**src/sv/skvt_pkg.sv**
```systemverilog
// Shared types and constants for the sorted key/value table.
package skvt_pkg;

  // Field widths fixed by the port contract.
  localparam int OPCODE_W = 2;
  localparam int KEY_W    = 32;
  localparam int VALUE_W  = 32;
  localparam int INDEX_W  = 4;
  localparam int STATUS_W = 3;
  localparam int COUNT_W  = 5;
  localparam int CAP_W    = 5;

  // Defaults for the top-level parameters.
  localparam int MAX_ENTRIES_DEF = 16;
  localparam int KEY_BITS_DEF    = 32;
  localparam int VALUE_BITS_DEF  = 32;

  localparam logic [CAP_W-1:0] CAP_RESET = 5'd16;

  typedef enum logic [OPCODE_W-1:0] {
    OP_INSERT = 2'd0,
    OP_DELETE = 2'd1,
    OP_SEARCH = 2'd2,
    OP_READ   = 2'd3
  } op_t;

  typedef enum logic [STATUS_W-1:0] {
    ST_OK      = 3'd0,
    ST_DUP     = 3'd1,
    ST_MISSING = 3'd2,
    ST_FULL    = 3'd3,
    ST_RANGE   = 3'd4
  } status_t;

  // Result of the shared key comparator: request key against stored key.
  typedef struct packed {
    logic le;
    logic eq;
  } cmp_t;

endpackage

```
**src/sv/skvt_mem.sv**
```systemverilog
// Key and value storage: one write port, one read port with registered data.
module skvt_mem #(
  parameter int DEPTH  = 16,
  parameter int AW     = 4,
  parameter int KBITS  = 32,
  parameter int VBITS  = 32
) (
  input  logic             clk,
  input  logic             wr_en,
  input  logic [AW-1:0]    wr_addr,
  input  logic [KBITS-1:0] wr_key,
  input  logic [VBITS-1:0] wr_val,
  input  logic [AW-1:0]    rd_addr,
  output logic [KBITS-1:0] rd_key,
  output logic [VBITS-1:0] rd_val
);

  logic [KBITS-1:0] key_mem [DEPTH];
  logic [VBITS-1:0] val_mem [DEPTH];
  logic [KBITS-1:0] rd_key_r;
  logic [VBITS-1:0] rd_val_r;

  always_ff @(posedge clk) begin
    if (wr_en) begin
      key_mem[wr_addr] <= wr_key;
      val_mem[wr_addr] <= wr_val;
    end
    rd_key_r <= key_mem[rd_addr];
    rd_val_r <= val_mem[rd_addr];
  end

  assign rd_key = rd_key_r;
  assign rd_val = rd_val_r;

endmodule

```
**src/sv/skvt_cmp.sv**
```systemverilog
// Shared key comparator used on every step of the scan.
module skvt_cmp #(
  parameter int KBITS = 32
) (
  input  logic [KBITS-1:0] req_key,
  input  logic [KBITS-1:0] mem_key,
  output skvt_pkg::cmp_t   res
);

  import skvt_pkg::*;

  always_comb begin
    res.le = (req_key <= mem_key);
    res.eq = (req_key == mem_key);
  end

endmodule

```
**src/sv/sorted_key_value_table_core.sv**
```systemverilog
// Sorted key/value table: one B+ tree leaf kept in ascending key order.
//
//   Channel | Direction | Handshake        | Payload
//   --------+-----------+------------------+------------------------------------------
//   in_     | in        | in_valid/stall   | opcode, key, value, index
//   out_    | out       | out_valid/stall  | status, entry_index, key_out, value_out,
//           |           |                  | entry_count
//   cfg_    | in        | cfg_valid/ready  | capacity_in_use (write data only)
//
// Sequencing: one request at a time. The scan reads one stored entry per cycle
//   through the single memory read port and stops at the first key not below
//   the request key. Insert then shifts one entry per cycle from the end down
//   to its slot and writes the pair; delete shifts the tail down one entry per
//   cycle. Scan and shift together touch at most MAX_ENTRIES entries.
// Reset: clears the fill count, capacity (to 16) and control; the store is
//   not cleared, since only entries below the fill count are ever read.
// Stalls: a result waits in the output register; in_stall drops as soon as
//   that word has been loaded, so the next request may start underneath it.
module sorted_key_value_table_core #(
  parameter int MAX_ENTRIES = skvt_pkg::MAX_ENTRIES_DEF,
  parameter int KEY_BITS    = skvt_pkg::KEY_BITS_DEF,
  parameter int VALUE_BITS  = skvt_pkg::VALUE_BITS_DEF
) (
  input  logic                          clk,
  input  logic                          rst_n,
  // request word
  input  logic                          in_valid,
  output logic                          in_stall,
  input  logic [skvt_pkg::OPCODE_W-1:0] in_opcode,
  input  logic [skvt_pkg::KEY_W-1:0]    in_key,
  input  logic [skvt_pkg::VALUE_W-1:0]  in_value,
  input  logic [skvt_pkg::INDEX_W-1:0]  in_index,
  // result word
  output logic                          out_valid,
  input  logic                          out_stall,
  output logic [skvt_pkg::STATUS_W-1:0] out_status,
  output logic [skvt_pkg::INDEX_W-1:0]  out_entry_index,
  output logic [skvt_pkg::KEY_W-1:0]    out_key_out,
  output logic [skvt_pkg::VALUE_W-1:0]  out_value_out,
  output logic [skvt_pkg::COUNT_W-1:0]  out_entry_count,
  // capacity register write
  input  logic                          cfg_valid,
  output logic                          cfg_ready,
  input  logic [skvt_pkg::CAP_W-1:0]    cfg_data
);

  import skvt_pkg::*;

  localparam int AW = (MAX_ENTRIES > 1) ? $clog2(MAX_ENTRIES) : 1;
  localparam int IW = $clog2(MAX_ENTRIES + 1);

  typedef enum logic [2:0] {
    S_IDLE,    // wait for a request word
    S_SCAN,    // compare one stored key per cycle
    S_DECIDE,  // pick the outcome from the scan
    S_SHUP,    // move entries up to open a slot
    S_SHDN,    // move entries down to close a slot
    S_PLACE,   // write the new pair into its slot
    S_RDIDX,   // take the pair read at an index
    S_FIN      // hand the result to the output register
  } state_t;

  state_t                state_r;
  op_t                   op_r;
  logic [KEY_BITS-1:0]   key_r;
  logic [VALUE_BITS-1:0] val_r;
  logic [INDEX_W-1:0]    idx_r;
  logic [IW-1:0]         fill_r;
  logic [IW-1:0]         cnt_r;
  logic [IW-1:0]         at_r;
  logic                  eq_r;
  logic [KEY_BITS-1:0]   hit_key_r;
  logic [VALUE_BITS-1:0] hit_val_r;
  logic [CAP_W-1:0]      cap_r;

  status_t               res_status_r;
  logic [AW-1:0]         res_pos_r;
  logic [KEY_BITS-1:0]   res_key_r;
  logic [VALUE_BITS-1:0] res_val_r;

  logic                  out_valid_r;
  logic [STATUS_W-1:0]   out_status_r;
  logic [INDEX_W-1:0]    out_index_r;
  logic [KEY_W-1:0]      out_key_r;
  logic [VALUE_W-1:0]    out_val_r;
  logic [COUNT_W-1:0]    out_count_r;

  // memory and comparator hookup
  logic [IW-1:0]         rd_ptr;
  logic [AW-1:0]         rd_addr;
  logic                  wr_en;
  logic [IW-1:0]         wr_ptr;
  logic [KEY_BITS-1:0]   wr_key;
  logic [VALUE_BITS-1:0] wr_val;
  logic [KEY_BITS-1:0]   rd_key;
  logic [VALUE_BITS-1:0] rd_val;
  cmp_t                  cmp;

  logic [31:0]           cap_eff;
  logic                  is_full;
  logic                  in_take;
  logic                  out_free;

  assign in_take   = in_valid && (state_r == S_IDLE);
  assign out_free  = !out_valid_r || !out_stall;
  assign in_stall  = (state_r != S_IDLE);
  assign cfg_ready = (state_r == S_IDLE);

  // Clamp the capacity register into 1..MAX_ENTRIES.
  always_comb begin
    cap_eff = 32'(cap_r);
    if (cap_eff == 32'd0) begin
      cap_eff = 32'd1;
    end else if (cap_eff > 32'(MAX_ENTRIES)) begin
      cap_eff = 32'(MAX_ENTRIES);
    end
    is_full = (32'(fill_r) >= cap_eff);
  end

  // Memory address for the read that lands next cycle. Reads are always
  // issued; a read whose data is not needed is simply ignored.
  always_comb begin
    unique case (state_r)
      S_IDLE:   rd_ptr = (in_opcode == OP_READ) ? IW'(in_index) : '0;
      S_SCAN:   rd_ptr = cnt_r + 1'b1;
      S_DECIDE: rd_ptr = (op_r == OP_INSERT) ? (fill_r - 1'b1) : (at_r + 1'b1);
      S_SHUP:   rd_ptr = cnt_r - 2'd2;
      S_SHDN:   rd_ptr = cnt_r + 2'd2;
      default:  rd_ptr = '0;
    endcase
  end

  assign rd_addr = rd_ptr[AW-1:0];

  // Shifts write the entry just read; the final insert step writes the new pair.
  always_comb begin
    wr_en  = (state_r == S_SHUP) || (state_r == S_SHDN) || (state_r == S_PLACE);
    wr_ptr = (state_r == S_PLACE) ? at_r : cnt_r;
    wr_key = (state_r == S_PLACE) ? key_r : rd_key;
    wr_val = (state_r == S_PLACE) ? val_r : rd_val;
  end

  skvt_mem #(
    .DEPTH (MAX_ENTRIES),
    .AW    (AW),
    .KBITS (KEY_BITS),
    .VBITS (VALUE_BITS)
  ) u_mem (
    .clk     (clk),
    .wr_en   (wr_en),
    .wr_addr (wr_ptr[AW-1:0]),
    .wr_key  (wr_key),
    .wr_val  (wr_val),
    .rd_addr (rd_addr),
    .rd_key  (rd_key),
    .rd_val  (rd_val)
  );

  skvt_cmp #(
    .KBITS (KEY_BITS)
  ) u_cmp (
    .req_key (key_r),
    .mem_key (rd_key),
    .res     (cmp)
  );

  // Sequencer: state, table bookkeeping and the output register.
  always_ff @(posedge clk) begin
    if (!rst_n) begin
      state_r     <= S_IDLE;
      fill_r      <= '0;
      cap_r       <= CAP_RESET;
      out_valid_r <= 1'b0;
    end else begin
      if (cfg_valid && cfg_ready) begin
        cap_r <= cfg_data;
      end
      // Drop the result word once the consumer takes it; the finish step
      // reloads the register on its own.
      if (out_valid_r && !out_stall && (state_r != S_FIN)) begin
        out_valid_r <= 1'b0;
      end

      unique case (state_r)
        S_IDLE: begin
          if (in_take) begin
            op_r  <= op_t'(in_opcode);
            key_r <= KEY_BITS'(in_key);
            val_r <= VALUE_BITS'(in_value);
            idx_r <= in_index;
            cnt_r <= '0;
            if (op_t'(in_opcode) == OP_READ) begin
              if (32'(in_index) >= 32'(fill_r)) begin
                res_status_r <= ST_RANGE;
                res_pos_r    <= '0;
                res_key_r    <= '0;
                res_val_r    <= '0;
                state_r      <= S_FIN;
              end else begin
                state_r <= S_RDIDX;
              end
            end else if (fill_r == '0) begin
              at_r    <= '0;
              eq_r    <= 1'b0;
              state_r <= S_DECIDE;
            end else begin
              state_r <= S_SCAN;
            end
          end
        end

        S_SCAN: begin
          // Stop at the first stored key not below the request key.
          if (cmp.le) begin
            at_r      <= cnt_r;
            eq_r      <= cmp.eq;
            hit_key_r <= rd_key;
            hit_val_r <= rd_val;
            state_r   <= S_DECIDE;
          end else if ((cnt_r + 1'b1) == fill_r) begin
            at_r    <= fill_r;
            eq_r    <= 1'b0;
            state_r <= S_DECIDE;
          end else begin
            cnt_r <= cnt_r + 1'b1;
          end
        end

        S_DECIDE: begin
          res_pos_r <= '0;
          res_key_r <= '0;
          res_val_r <= '0;
          unique case (op_r)
            OP_INSERT: begin
              // Duplicate wins over full: the scan already ran.
              if (eq_r) begin
                res_status_r <= ST_DUP;
                state_r      <= S_FIN;
              end else if (is_full) begin
                res_status_r <= ST_FULL;
                state_r      <= S_FIN;
              end else if (at_r == fill_r) begin
                state_r <= S_PLACE;
              end else begin
                cnt_r   <= fill_r;
                state_r <= S_SHUP;
              end
            end
            OP_DELETE, OP_SEARCH: begin
              if (!eq_r) begin
                res_status_r <= ST_MISSING;
                state_r      <= S_FIN;
              end else begin
                res_status_r <= ST_OK;
                res_pos_r    <= at_r[AW-1:0];
                res_key_r    <= hit_key_r;
                res_val_r    <= hit_val_r;
                if (op_r == OP_DELETE && (at_r + 1'b1) < fill_r) begin
                  cnt_r   <= at_r;
                  state_r <= S_SHDN;
                end else begin
                  if (op_r == OP_DELETE) begin
                    fill_r <= fill_r - 1'b1;
                  end
                  state_r <= S_FIN;
                end
              end
            end
            OP_READ: begin
              state_r <= S_FIN;
            end
          endcase
        end

        S_SHUP: begin
          // Entry cnt-1 is written to cnt this cycle.
          if ((cnt_r - 1'b1) == at_r) begin
            state_r <= S_PLACE;
          end else begin
            cnt_r <= cnt_r - 1'b1;
          end
        end

        S_SHDN: begin
          // Entry cnt+1 is written to cnt this cycle.
          if ((cnt_r + 2'd2) == fill_r) begin
            fill_r  <= fill_r - 1'b1;
            state_r <= S_FIN;
          end else begin
            cnt_r <= cnt_r + 1'b1;
          end
        end

        S_PLACE: begin
          fill_r       <= fill_r + 1'b1;
          res_status_r <= ST_OK;
          res_pos_r    <= at_r[AW-1:0];
          res_key_r    <= key_r;
          res_val_r    <= val_r;
          state_r      <= S_FIN;
        end

        S_RDIDX: begin
          res_status_r <= ST_OK;
          res_pos_r    <= AW'(idx_r);
          res_key_r    <= rd_key;
          res_val_r    <= rd_val;
          state_r      <= S_FIN;
        end

        S_FIN: begin
          // Hold until the output register is free, then load it.
          if (out_free) begin
            out_valid_r  <= 1'b1;
            out_status_r <= res_status_r;
            out_index_r  <= INDEX_W'(res_pos_r);
            out_key_r    <= KEY_W'(res_key_r);
            out_val_r    <= VALUE_W'(res_val_r);
            out_count_r  <= COUNT_W'(fill_r);
            state_r      <= S_IDLE;
          end
        end

        default: begin
          state_r <= S_IDLE;
        end
      endcase
    end
  end

  assign out_valid       = out_valid_r;
  assign out_status      = out_status_r;
  assign out_entry_index = out_index_r;
  assign out_key_out     = out_key_r;
  assign out_value_out   = out_val_r;
  assign out_entry_count = out_count_r;

  // The fill count never passes the table depth.
  a_fill_bound: assert property (@(posedge clk) disable iff (!rst_n)
    32'(fill_r) <= 32'(MAX_ENTRIES))
    else $error("fill count beyond table depth");

  // The store is written only while shifting or placing a pair.
  a_write_window: assert property (@(posedge clk) disable iff (!rst_n)
    wr_en |-> (state_r == S_SHUP || state_r == S_SHDN || state_r == S_PLACE))
    else $error("store written outside a shift or place step");

  // Placing a pair adds exactly one entry.
  a_place_count: assert property (@(posedge clk) disable iff (!rst_n)
    (state_r == S_PLACE) |=> (fill_r == $past(fill_r) + 1'b1))
    else $error("insert did not add one entry");

  // A new result word only appears out of the finish step.
  a_result_source: assert property (@(posedge clk) disable iff (!rst_n)
    $rose(out_valid_r) |-> $past(state_r == S_FIN))
    else $error("result word raised outside the finish step");

  // An accepted request always leaves the idle state.
  a_take_busy: assert property (@(posedge clk) disable iff (!rst_n)
    in_take |=> (state_r != S_IDLE))
    else $error("request accepted but sequencer stayed idle");

endmodule

```
**config.mk**
```make
export PLATFORM = sky130hd
export DESIGN_NAME = sorted_key_value_table_core
export DESIGN_NICKNAME = d
export VERILOG_FILES = /design/src/sv/skvt_pkg.sv /design/src/sv/skvt_mem.sv /design/src/sv/skvt_cmp.sv /design/src/sv/sorted_key_value_table_core.sv
export SDC_FILE = /design/constraint.sdc
export NUM_CORES = 2
export LEC_CHECK = 0
export ABC_CLOCK_PERIOD_IN_PS = 11000
export BUFFER_PORTS_ARGS = -buffer_cell sky130_fd_sc_hd__buf_2
export CORE_UTILIZATION = 40
export CTS_CLUSTER_SIZE = 25
export DETAILED_ROUTE_END_ITERATION = 8
export SYNTH_ARGS = -nofsm -noshare
export SYNTH_HDL_FRONTEND = slang
export SYNTH_SLANG_ARGS = --single-unit
```
**constraint.sdc**
```tcl
create_clock -name clk -period 11 [get_ports clk]
set_input_delay 1.65 -clock clk [delete_from_list [all_inputs] [get_ports clk]]
set_output_delay 1.65 -clock clk [all_outputs]
set_load 0.05 [all_outputs]
```
### Yosys cells after proc, flatten, opt, wreduce, memory -nomap -nowiden

Memories as Yosys holds them, arrays and structs flattened. A register that Yosys moved wholly into a read port is not among the register bits.
Index checks and enable logic that the tools add are counted.

* register bits after elaboration: 306
* word-level logic and storage cells: 190
* bits in latches: 0
* bits of input ports: 80
* memory bits (read-only): 0
* output and inout port bits: 79
* bits in writable memories: 1024
* memories: 2

* magnitude comparators: 5
* bitwise logic cells: 0
* divide/modulo/power cells: 0
* $add $sub $neg: 7
* shift-type cells: 0
* multiply operators: 0
* eq/ne operators: 41
* reduce and logical (&&, ||, !) cells: 31
* multiplexer cells: 82

Memories
* u_mem.key_mem: words 16, width 32, read ports 1, clocked after Yosys merged registers in 1, wr ports 1, line skvt_mem.sv:18 `logic [KBITS-1:0] key_mem [DEPTH];`
* u_mem.val_mem: words 16, width 32, read ports 1, clocked after Yosys merged registers in 1, wr ports 1, line skvt_mem.sv:19 `logic [VBITS-1:0] val_mem [DEPTH];`

Operator list (count)
* 2-to-1 mux 32 bit: 9
* case mux 32 bit (4 select lines): 2
* 2-to-1 mux 5 bit: 22
* 2-to-1 mux 3 bit: 15
* equality test 32 bit: 1
* greater-or-equal comparator 5 x 32 -> 1 bit: 1
* <= comparator 32 bit: 1
* 2-to-1 mux 4 bit: 8
* case mux 5 bit (5 select lines): 1
* inequality test 3 bit (second input constant): 8
* case mux 3 bit (7 select lines): 1
* equality test 5 bit: 4
* inequality test 2 bit (second input constant): 10
* case mux 4 bit (5 select lines): 1
* case mux 5 bit (2 select lines): 2
* case mux 3 bit (3 select lines): 2
* case mux 4 bit (4 select lines): 1
* adder 5 x 1 -> 5 bit (second input constant): 3
* case mux 5 bit (3 select lines): 1
* AND reduction 13 bit: 1
* equality test 3 bit (second input constant): 4
* inequality test 2 x 1 -> 1 bit (second input constant): 6
* AND reduction 6 bit: 2
* 2-to-1 mux 1 bit: 11
* other kinds (28): 49

### Logic depth before layout (Yosys ltp)

* word-level depth: 8
* gate-level depth with buffers: 13
* depth with buffers taken out: 11

### Cells and area by module

From an unflattened synthesis, not the netlist that was laid out.

* cell total of the unflattened synthesis: 2758
* area total of the unflattened synthesis: 53447.5 sq um

Modules (own cells, without submodules)
* skvt_mem: times used 1, seq. area each 32030.7 sq um, cells an instance 1647, area each 39581.7 sq um
* sorted_key_value_table_core: times used 1, seq. area each 9048.7 sq um, cells an instance 995, area each 13036.3 sq um
* skvt_cmp: times used 1, seq. area each 0.0 sq um, cells an instance 116, area each 829.5 sq um

### Least setup slack after synthesis

OpenSTA, ideal clock, no wires.

* path type: in2reg
* from: input port in_index[0] (netlist name)
* to: register res_status_r[0], enable pin
* library setup time: 0.308 ns
* arrival time: 6.235 ns
* setup slack: 4.457 ns
* required time: 10.692 ns
* stages on the path: 9
* path buffers: 0
* cells stage by stage: inv_1 ha_1 nand2b_1 a21o_1 a211oi_1 nor3_1 nand2_1 a21oi_1 o21a_1

* cells in the longest elaborated chain, start to end: 3

RTL lines
* start, declared: line sorted_key_value_table_core.sv:32 `input logic [skvt_pkg::INDEX_W-1:0] in_index,`
* greater-or-equal comparator 4 x 5 -> 1 bit: line sorted_key_value_table_core.sv:193 `if (32'(in_index) >= 32'(fill_r)) begin`
* inequality test 2 x 1 -> 1 bit (no source line)
* AND reduction 7 bit (no source line)
* end signal, assigned: line sorted_key_value_table_core.sv:194 `res_status_r <= ST_RANGE;`
* end signal, assigned: line sorted_key_value_table_core.sv:237 `res_status_r <= ST_DUP;`
* end signal, assigned: line sorted_key_value_table_core.sv:240 `res_status_r <= ST_FULL;`
* end, declared: line sorted_key_value_table_core.sv:76 `status_t res_status_r;`

No other way between the ends.
A chain may end at the register's enable or synchronous reset.

### Worst setup path in the final report

* from: register state_r[2]
* to: memory u_mem.key_mem[12][22], enable pin

* cells in the longest elaborated chain, start to end: 5
* elaborated cells between the ends (all ways): 8
* those cells by class: eq/ne (3); mux (3); reduce/logical (2)

RTL lines
* start, declared: line sorted_key_value_table_core.sv:63 `state_t state_r;`
* start signal, assigned: line sorted_key_value_table_core.sv:170 `state_r <= S_IDLE;`
* start signal, assigned: line sorted_key_value_table_core.sv:198 `state_r <= S_FIN;`
* start signal, assigned: line sorted_key_value_table_core.sv:200 `state_r <= S_RDIDX;`
* equality test 3 x 2 -> 1 bit / equality test 3 bit (equally long branches): line sorted_key_value_table_core.sv:137 `wr_en = (state_r == S_SHUP) || (state_r == S_SHDN) || (state_r == S_PLACE);`
* logical OR 1 bit (2 in a row): line sorted_key_value_table_core.sv:137
* 2-to-1 mux 1 bit: line skvt_mem.sv:24 `if (wr_en) begin`
* 2-to-1 mux 1 bit (implied by the code): line skvt_mem.sv:25 `key_mem[wr_addr] <= wr_key;`
* end, declared: line skvt_mem.sv:18

Several ways; a longest one is shown, not always the timed one.

==> summary.md <==
| Metric | Value |
|---|---|
| Register area | 41100 um^2 |
| Clk slew on worst S/H paths | 0.06 ns |
| Detailed-router iteration count before antenna repair | 8 |
| FILL cells | 11.8k |
| First-pass GRT wire length | 198000 um |
| Post CTS Setup Buffer Count | 0 |
| Adder-cell share of the synthesized area | 1.30% |
| CTS tree | yes |
| # DRC | 0 |
| Clk buf depth | 3 |
| Post-Synth XOR/XNOR Area | 0.553% |
| Commonest non-fill, non-tap cell in the layout | edfxtp_1 |
| Simple-gate share of the synthesized area | 5.66% |
| I/O Buffers | 158 |
| Outcome | complete, no violations |
| Slew Limit Fails | 0 |
| EDFF count, synth | 1316 |
| Power, Total | 19.3 mW |
| Avg WL per Cell | 23.9 um |
| Tcrit/Tclk final | 46.8% |
| Hold Crit Class | reg -> reg |
| Final Wtd Congestion | 0.812 |
| Synth async-reset ratio | 0% |
| Main combinational cell family by area after synthesis | compound AO/OA/AOI/OAI gates |
| Syn Area/Cell | 15.8 um^2 |
| Clk Latency, worst-skew pair | 0.79 ns |
| Fmax | 0.194 GHz |
| Sink Count | 1394 |
| Worst Setup End Kind | flop |
| Routed wire length | 135000 um |
| Tightest Pin Transition | 1.12 ns |
| Global route overflow | 0 |
| Maxcap violations | 0 |
| VDD IR max | 0.400 mV |
| Worst clock skew | 0.0406 ns |
| WS Path Type | reg -> reg |
| Seq cells post-synth | 1394 |
| Slew margin rel. | 25.6% |
| CTS H-Tree Depth | 4 |
| Core Footprint | 138000 um^2 |
| Final non-filler cell total | 5617 |
| Root Driver | clkbuf_16 |
| Fin. Hold Viols | 0 |
| NumNets Final | 3840 |
| Placed cell areas | 58500 um^2 |
| Post-synthesis compound-gate area fraction | 8.44% |
| Syn Nets | 3656 |
| CTS Hold Bufs | 0 |
| Setup Viol. Count Final | 0 |
| Setup repair after global routing missed its margin | false |
| Hpwl dp | 70400 um |
| Initial Util | 40.4% |
| Tmin final | 5.15 ns |
| Finished Cell Area | 63300 um^2 |
| Initial antenna violation count | 8 |
| Top Ports | 159 |
| WHS | 0.409 ns |
| CP Launch Type | flop |
| Pwr/cell area | 304 nW/um^2 |
| Routed via count | 30.8k |
| Sequential-to-total area share from yosys stat | 73.9% |
| Synth unique cells | 65 |
| Inserted Diodes | 0 |
| Die Width | 375 um |
| Yosys warning count | 0 |
| Die Y-Extent | 375 um |
| Synth Cell Area | 55600 um^2 |
| Syn-to-layout area delta | 13.7% |
| Vias per inst | 5.48 |
| GRT Total Usage | 19.0% |
| Commonest non-fill, non-tap cells in the layout | edfxtp_1, nand2_1, mux2i_1 |
| Leakage | 22.7 nW |
| Post-CTS Resized | 0 |
| Layout cell share with drive strength beyond 1 | 17.7% |
| Data required, critical path | 11.38 ns |
| DR iter-0 viols | 2955 |
| Critical Path AT | 5.54 ns |
| Synth Instances | 3518 |
| FP Rows | 136 |
| Mux contribution to synthesized area | 7.49% |
| CP Max Fanout | 72 |
| Main synth FF type | edfxtp_1 |
| Largest net degree at the start of global routing | 156 |
| Area of the multi-input gates | 13200 um^2 |
| DRT antenna net count | 0 |
| Fin Setup TNS | 0 ns |
| DIE AREA | 141000 um^2 |
| Vias in the first global route | 29.9k |
| CTS Buf Count | 147 |
| Placed cell count | 5347 |
[report_power, final]
part / total (mW) / internal [mW] / switching (mW) / leakage (nW)
combinational: 6.94 / 2.50 / 4.44 / 7.77
clock: 4.86 / 2.82 / 2.03 / 2.29
sequential: 7.47 / 7.16 / 0.311 / 12.6
[kinds of logic (layout without fill, tap and decap cells)]
family,Yosys count,in the layout
AO/OA/AOI/OAI,598,598
AND/OR/NAND/NOR,699,699
adder cells (fa/ha/maj),58,58
buffers and inverters,337,642
XOR/XNOR,32,32
flip-flops,1394,1394
multiplexers,400,400
[cell type report]
class                      count  area share (%)
timing repair buffer         256            2.45
multi-input combinational   1787            20.9
clock inverter                64           0.975
inverter                     116           0.688
clock buffer                 206            6.48
sequential                  1394            64.9
tap                         1794            3.55
[cell usage after synthesis, types with 2 or more instances]
| master | instances | area [um^2] |
|---|---|---|
| nand2b_1 | 6 | 37.5 |
| dfxtp_1 | 78 | 1560 |
| a211o_1 | 2 | 17.5 |
| xnor3_1 | 2 | 45.0 |
| and2_1 | 133 | 832 |
| nor2_1 | 54 | 203 |
| xor2_1 | 11 | 96.3 |
| or4_1 | 3 | 22.5 |
| a2bb2oi_1 | 2 | 17.5 |
| buf_2 | 40 | 200 |
| edfxtp_1 | 1316 | 39500 |
| a31oi_1 | 136 | 851 |
| buf_4 | 23 | 173 |
| a221o_1 | 64 | 641 |
| buf_1 | 15 | 56.3 |
| xnor2_1 | 19 | 166 |
| nand3_1 | 13 | 65.1 |
| a21o_1 | 6 | 45.0 |
| a21oi_1 | 27 | 135 |
| nor2b_1 | 17 | 106 |
| o31ai_1 | 2 | 15.0 |
| a21boi_0 | 3 | 22.5 |
| or3_1 | 4 | 25.0 |
| o211ai_1 | 9 | 67.6 |
| mux2_2 | 127 | 1430 |
| clkbuf_1 | 129 | 484 |
| nor3b_1 | 3 | 22.5 |
| inv_1 | 116 | 435 |
| mux2i_1 | 272 | 2720 |
| nand2_1 | 431 | 1620 |
| a22o_1 | 4 | 35.0 |
| a221oi_1 | 2 | 17.5 |
| ha_1 | 58 | 726 |
| nor3_1 | 12 | 60.1 |
| o21ai_0 | 58 | 290 |
| and3_1 | 5 | 31.3 |
| o22ai_1 | 67 | 419 |
| a211oi_1 | 73 | 548 |
| nand4_1 | 12 | 75.1 |
| a222oi_1 | 64 | 641 |
| buf_6 | 13 | 146 |
| a211oi_2 | 60 | 751 |
| a22oi_1 | 5 | 37.5 |
[registers in the layout, indices dropped and copies added (netlist names), 32 cells and up]
name and count:
u_mem.rd_val 32, out_value_out 32, u_mem.rd_key 32, hit_key_r 32, hit_val_r 32, key_r 32
out_key_out 32, u_mem.key_mem 512, val_r 32, u_mem.val_mem 512, res_val_r 32, res_key_r 32
[critical path: stages, from the launching register on]
cell,delay [ns]
dfxtp_1,0.30
buf_4,0.25
nor2b_1,0.38
and2_4,0.57
buf_4,0.82
nor2_1,0.14
a21oi_1,0.20
nand2_1,0.28
nor2_4,0.78
buf_4,0.90
[layer usage]
layer | GRT usage, % | routed length [um] | vias up | part of all wire [%]
li1 | - | - | 14000 | -
met1 | 26.5 | 59700 | 15500 | 44
met2 | 30.0 | 62200 | 1056 | 46
met3 | 3.53 | 8960 | 220 | 6.7
met4 | 6.31 | 3560 | 12 | 2.6
met5 | 0 | 61 | - | 0.045
[stage by stage]
step                      worst slack, ns  utilization [%]
after CTS                            5.83             46.0
after global placement               5.75             42.5
after global routing                 5.55             46.0
after floorplan                      4.46                -
after detailed placement             5.73             42.5
final                                5.85             46.0
[final timing paths]
kind / depth (start not counted) / slack (ns) / startpoint / endpoint
worst max-delay path: 9 / 5.85 / state_r[2]$_SDFFE_PN0P_ / u_mem.key_mem[12][22]$_DFFE_PP_
worst min-delay path: 0 / 0.41 / res_val_r[24]$_DFFE_PP_ / out_value_out[24]$_DFFE_PP_
worst max register to register: 9 / 5.85 / state_r[2]$_SDFFE_PN0P_ / u_mem.key_mem[12][22]$_DFFE_PP_
worst min register to register: 0 / 0.41 / res_val_r[24]$_DFFE_PP_ / out_value_out[24]$_DFFE_PP_
No activity file was read; power rests on OpenSTA's default activity.
